### config.mk
export PLATFORM = sky130hd
export DESIGN_NAME = gcsa_ram
export DESIGN_NICKNAME = d
export VERILOG_FILES = /design/src/gcsa_ram.sv
export SDC_FILE = /design/constraint.sdc
export NUM_CORES = 1
export LEC_CHECK = 0
export BUFFER_PORTS_ARGS = -buffer_cell sky130_fd_sc_hd__buf_4
export CELL_PAD_IN_SITES_DETAIL_PLACEMENT = 1
export CELL_PAD_IN_SITES_GLOBAL_PLACEMENT = 1
export CORE_AREA = 5 5 120 122
export CTS_BUF_LIST = sky130_fd_sc_hd__clkbuf_8 sky130_fd_sc_hd__clkbuf_16
export DETAILED_ROUTE_END_ITERATION = 12
export DIE_AREA = 0 0 125 127
export GPL_ROUTABILITY_DRIVEN = 0
export PLACE_DENSITY_LB_ADDON = 0.1
export SLEW_MARGIN = 30
export SYNTH_ARGS = -nofsm -noshare
export SYNTH_HDL_FRONTEND = slang
export SYNTH_SLANG_ARGS = --single-unit
### constraint.sdc
create_clock -name clk -period 2 [get_ports clk]
set_input_delay 0 -clock clk [delete_from_list [all_inputs] [get_ports clk]]
set_output_delay 0 -clock clk [all_outputs]
set_load 0.02 [all_outputs]
### src/gcsa_ram.sv
`timescale 1ns / 1ps
`default_nettype none

module gcsa_ram #(
  parameter int unsigned WIDTH = 8,
  parameter int unsigned DEPTH = 16,
  localparam int unsigned AW = (DEPTH > 1) ? $clog2(DEPTH) : 1
) (
  input  wire logic             clk,
  input  wire logic             we,
  input  wire logic [AW-1:0]    waddr,
  input  wire logic [WIDTH-1:0] wdata,
  input  wire logic [AW-1:0]    raddr,
  output logic      [WIDTH-1:0] rdata
);

  logic [WIDTH-1:0] mem [DEPTH];

  // Write port and registered read port
  always_ff @(posedge clk) begin
    if (we) begin
      mem[waddr] <= wdata;
    end
    rdata <= mem[raddr];
  end

endmodule

`default_nettype wire

# Word-level counts from Yosys, hierarchy flattened
# Memory sizes are Yosys's and may differ from the RTL's. A register that Yosys moved wholly into a read port is not among the register bits.
# Cells that the tools add are included.
# Widths: inputs -> output; s select.
# classes
shift	0
muxes	2
n_addsub	0
n_mul	0
n_lt_le_gt_ge	0
reduce_logical	0
div	0
bitwise_logic	0
eq_ne	0
# ops
cell	n
$mux 1	2
# word_totals
reg_bits	0
input_bits	18
n_memories	1
latch_bits	0
mem_bits_rw	128
mem_bits_ro	0
output_inout_bits	8
# memory_table
memory	depth	word_bits	read_ports	rd_clocked_by_memory_dff	write_ports	line	source
mem	16	8	1	1	1	17	logic [WIDTH-1:0] mem [DEPTH];

# Logic depth before layout (Yosys ltp)
# logic_depth
depth_word	2
depth_mapped	5
ltp_nobuf	3

# Worst setup path after synthesis
# No wires, ideal clock.
# synth_path
path_type	input to register
start	input waddr[2]
end	memory mem[0][0], enable pin
t_arrival_ps	1110
path_slack_ps	507
t_required_ps	1617
path_buffers	0
cell_stages	2
cell_sequence	or3b_2 -> nor3_1
# synth_lines
element	line	source
from (decl)	11	input wire logic [AW-1:0] waddr,
to (decl)	17	
# Straight into the memory's write port.

==> flow_metrics.tcl <==
set metrics [dict create \
    status "complete, no violations" \
    fin_crit_ns 1.421 \
    cts.path.max_buffers 2 \
    netlist_top_cells_count "128 x edfxtp_1, 18 x mux4_2, 16 x a22oi_1" \
    synth_flop_cell "edfxtp_1" \
    cts_tree "yes" \
    cp-end-kind "flop" \
    antenna_found_initial 0 \
    dr.pass1.iters 4 \
    drc 0 \
    path_clk_slew_ns 0.06 \
    fmax_mhz 703.8 \
    synth_edf_count 128 \
    via_count 2476 \
    worst_slew_pin_slew_ns 0.4760 \
    synth-seq-cells 136 \
    dp_hpwl_um 7014 \
    p_leak_nw 2.133 \
    cts_root_buf "clkbuf_16" \
    track_usage 0.1463 \
    slew_violations 0 \
    dieArea_mm2 0.01588 \
    ys_async_sr_fraction 0 \
    finalHoldViolCount 0 \
    clk_latency_ns 0.40 \
    ys_seq_area_frac 0.7778 \
    initial_utilization 0.3934 \
    crit_arrival_ns 1.70 \
    max_slew_margin 0.6827 \
    final_util 0.4818 \
    max-vdd-ir-drop_v 0.0005220 \
    die_w_um 125 \
    synth_nets 247 \
    synthCells 229 \
    grt-ovfl-total 0 \
    crit_required_ns 2.28 \
    drv_cap 0 \
    die_y_um 127 \
    clock_skew_ns 0.006908 \
    num-nets-final 311 \
    synth_top_area_frac 0.7467 \
    io_pins 26 \
    ys_types 19 \
    rsz0062_at_grt "false" \
    ant_nets 0 \
    regArea_mm2 0.004004 \
    holdWs_ns 0.1160 \
    path_max_fanout 1 \
    routed_via_density 5.137 \
    startpoint_type "flop" \
    total_power_mw 6.571 \
    port_buffers 25 \
    wire_per_inst_um 22.56 \
    grt_pass1_vias 2714 \
    diodes 0 \
    num_rows 42 \
    first_iter_violations 255 \
    fillers 1198 \
    multi_input_area_mm2 0.001057 \
    htree_levels 4 \
    drive_above_1_share 0.3137 \
    synth.most_common_cell "edfxtp_1" \
    synth.area.top_cells "edfxtp_1 75%, mux4_2 7.9%, mux4_1 7.1%" \
    core_area_mm2 0.01309 \
    fin_crit_sh 0.7104 \
    powerDensity_mw_per_mm2 1042 \
    grt_max_degree 33 \
    cts.sink_count 136 \
    tns_ns 0 \
    synth_top_cell_by_area "edfxtp_1" \
    syn-cell-area_mm2 0.005147 \
    yosys_warnings 0 \
    syn2layout_area_growth_pct 22.48 \
    cts_buffers 17 \
    grt_pass1_wl_um 16810 \
    criticalPathCategory "reg2reg" \
    hp-class "in2reg" \
    cts_resized 0 \
    finalSetupViolations 0 \
    wl_um 10880 \
    syn_avg_cell_area_um2 22.48 \
]
## cells in the final DEF (no fill, tap or decap)
cell / synthesis / final
and2_1: 1 / 1
dlygate4sd3_1: 0 / 8
clkinv_1: 0 / 2
mux4_2: 18 / 18
nor3_1: 4 / 4
clkinv_2: 0 / 1
clkbuf_16: 0 / 17
mux4_1: 14 / 14
or3b_2: 1 / 1
nand2b_1: 2 / 2
nand3b_1: 2 / 2
clkinv_4: 0 / 1
buf_4: 1 / 46
buf_12: 0 / 1
nand2_1: 9 / 9
a22oi_1: 16 / 16
dfxtp_1: 8 / 8
inv_6: 0 / 3
nor2_1: 13 / 13
bufinv_16: 0 / 2
clkinvlp_4: 0 / 6
nor2b_1: 1 / 1
edfxtp_1: 128 / 128
and2b_1: 1 / 1
nand3_1: 1 / 1
## worst paths after layout
check,startpoint,endpoint,slack (ns),depth (start not counted)
max reg2reg,mem[2][0],rdata[0],0.58,3
min,waddr[0],mem[4][5],0.12,3
min reg2reg,mem[14][3],rdata[3],0.67,3
max,mem[2][0],rdata[0],0.58,3
## through the flow
stage / setup slack, ns / std cells / instance area (µm²)
detailed placement: 0.4287 / 442 / 5647
floorplan: 0.5071 / 229 / 5147
finish: 0.5792 / 482 / 6305
CTS: 0.5881 / 482 / 6305
global route: 0.4875 / 482 / 6305
global placement: 0.4131 / 442 / 5647
## logic make-up (layout without fill, tap and decap cells)
kind of cell,count (synthesis),in the layout,synth area share
compound gates,16,16,0.02334
buf+inv,10,87,0.01677
flops,136,136,0.7778
mux,32,32,0.1502
simple gates,35,35,0.03184
## critical path: stages (launching register included)
cell,delay [ns]
edfxtp_1,0.37
mux4_1,0.49
a22oi_1,0.31
nand2_1,0.12
## timing repair
item | CTS | global route
endpoints found under the hold margin | 128 | 0
hold buffers | 8 | 0
buffers inserted | 0 | 0
## layer usage
metal / vias to the layer above / global-route usage / share of wire
met1: 1306 / 0.2050 / 0.46
li1: 1103 / - / -
met3: 7 / 0.03923 / 0.038
met5: - / 0 / 0
met2: 60 / 0.2262 / 0.49
met4: 0 / 0.04592 / 0.0089
## power by group
group	switching (mW)	internal [mW]
logic	0.194	0.159
clock network	1.18	1.83
registers	0.0168	3.19
total	1.39	5.18
## cell type report
class / instances / share of cell area
Clock buffer: 17 / 0.06747
Sequential cell: 136 / 0.6350
Timing Repair Buffer: 55 / 0.07065
Tap cell: 176 / 0.03493
Clock inverter: 15 / 0.02421
Multi-Input combinational cell: 83 / 0.1677
## state kept, by name, summed over array words and instances, names as in the netlist
| name | flops |
|---|---|
| mem | 128 |
| rdata | 8 |
No activity file was read; power rests on OpenSTA's default activity.
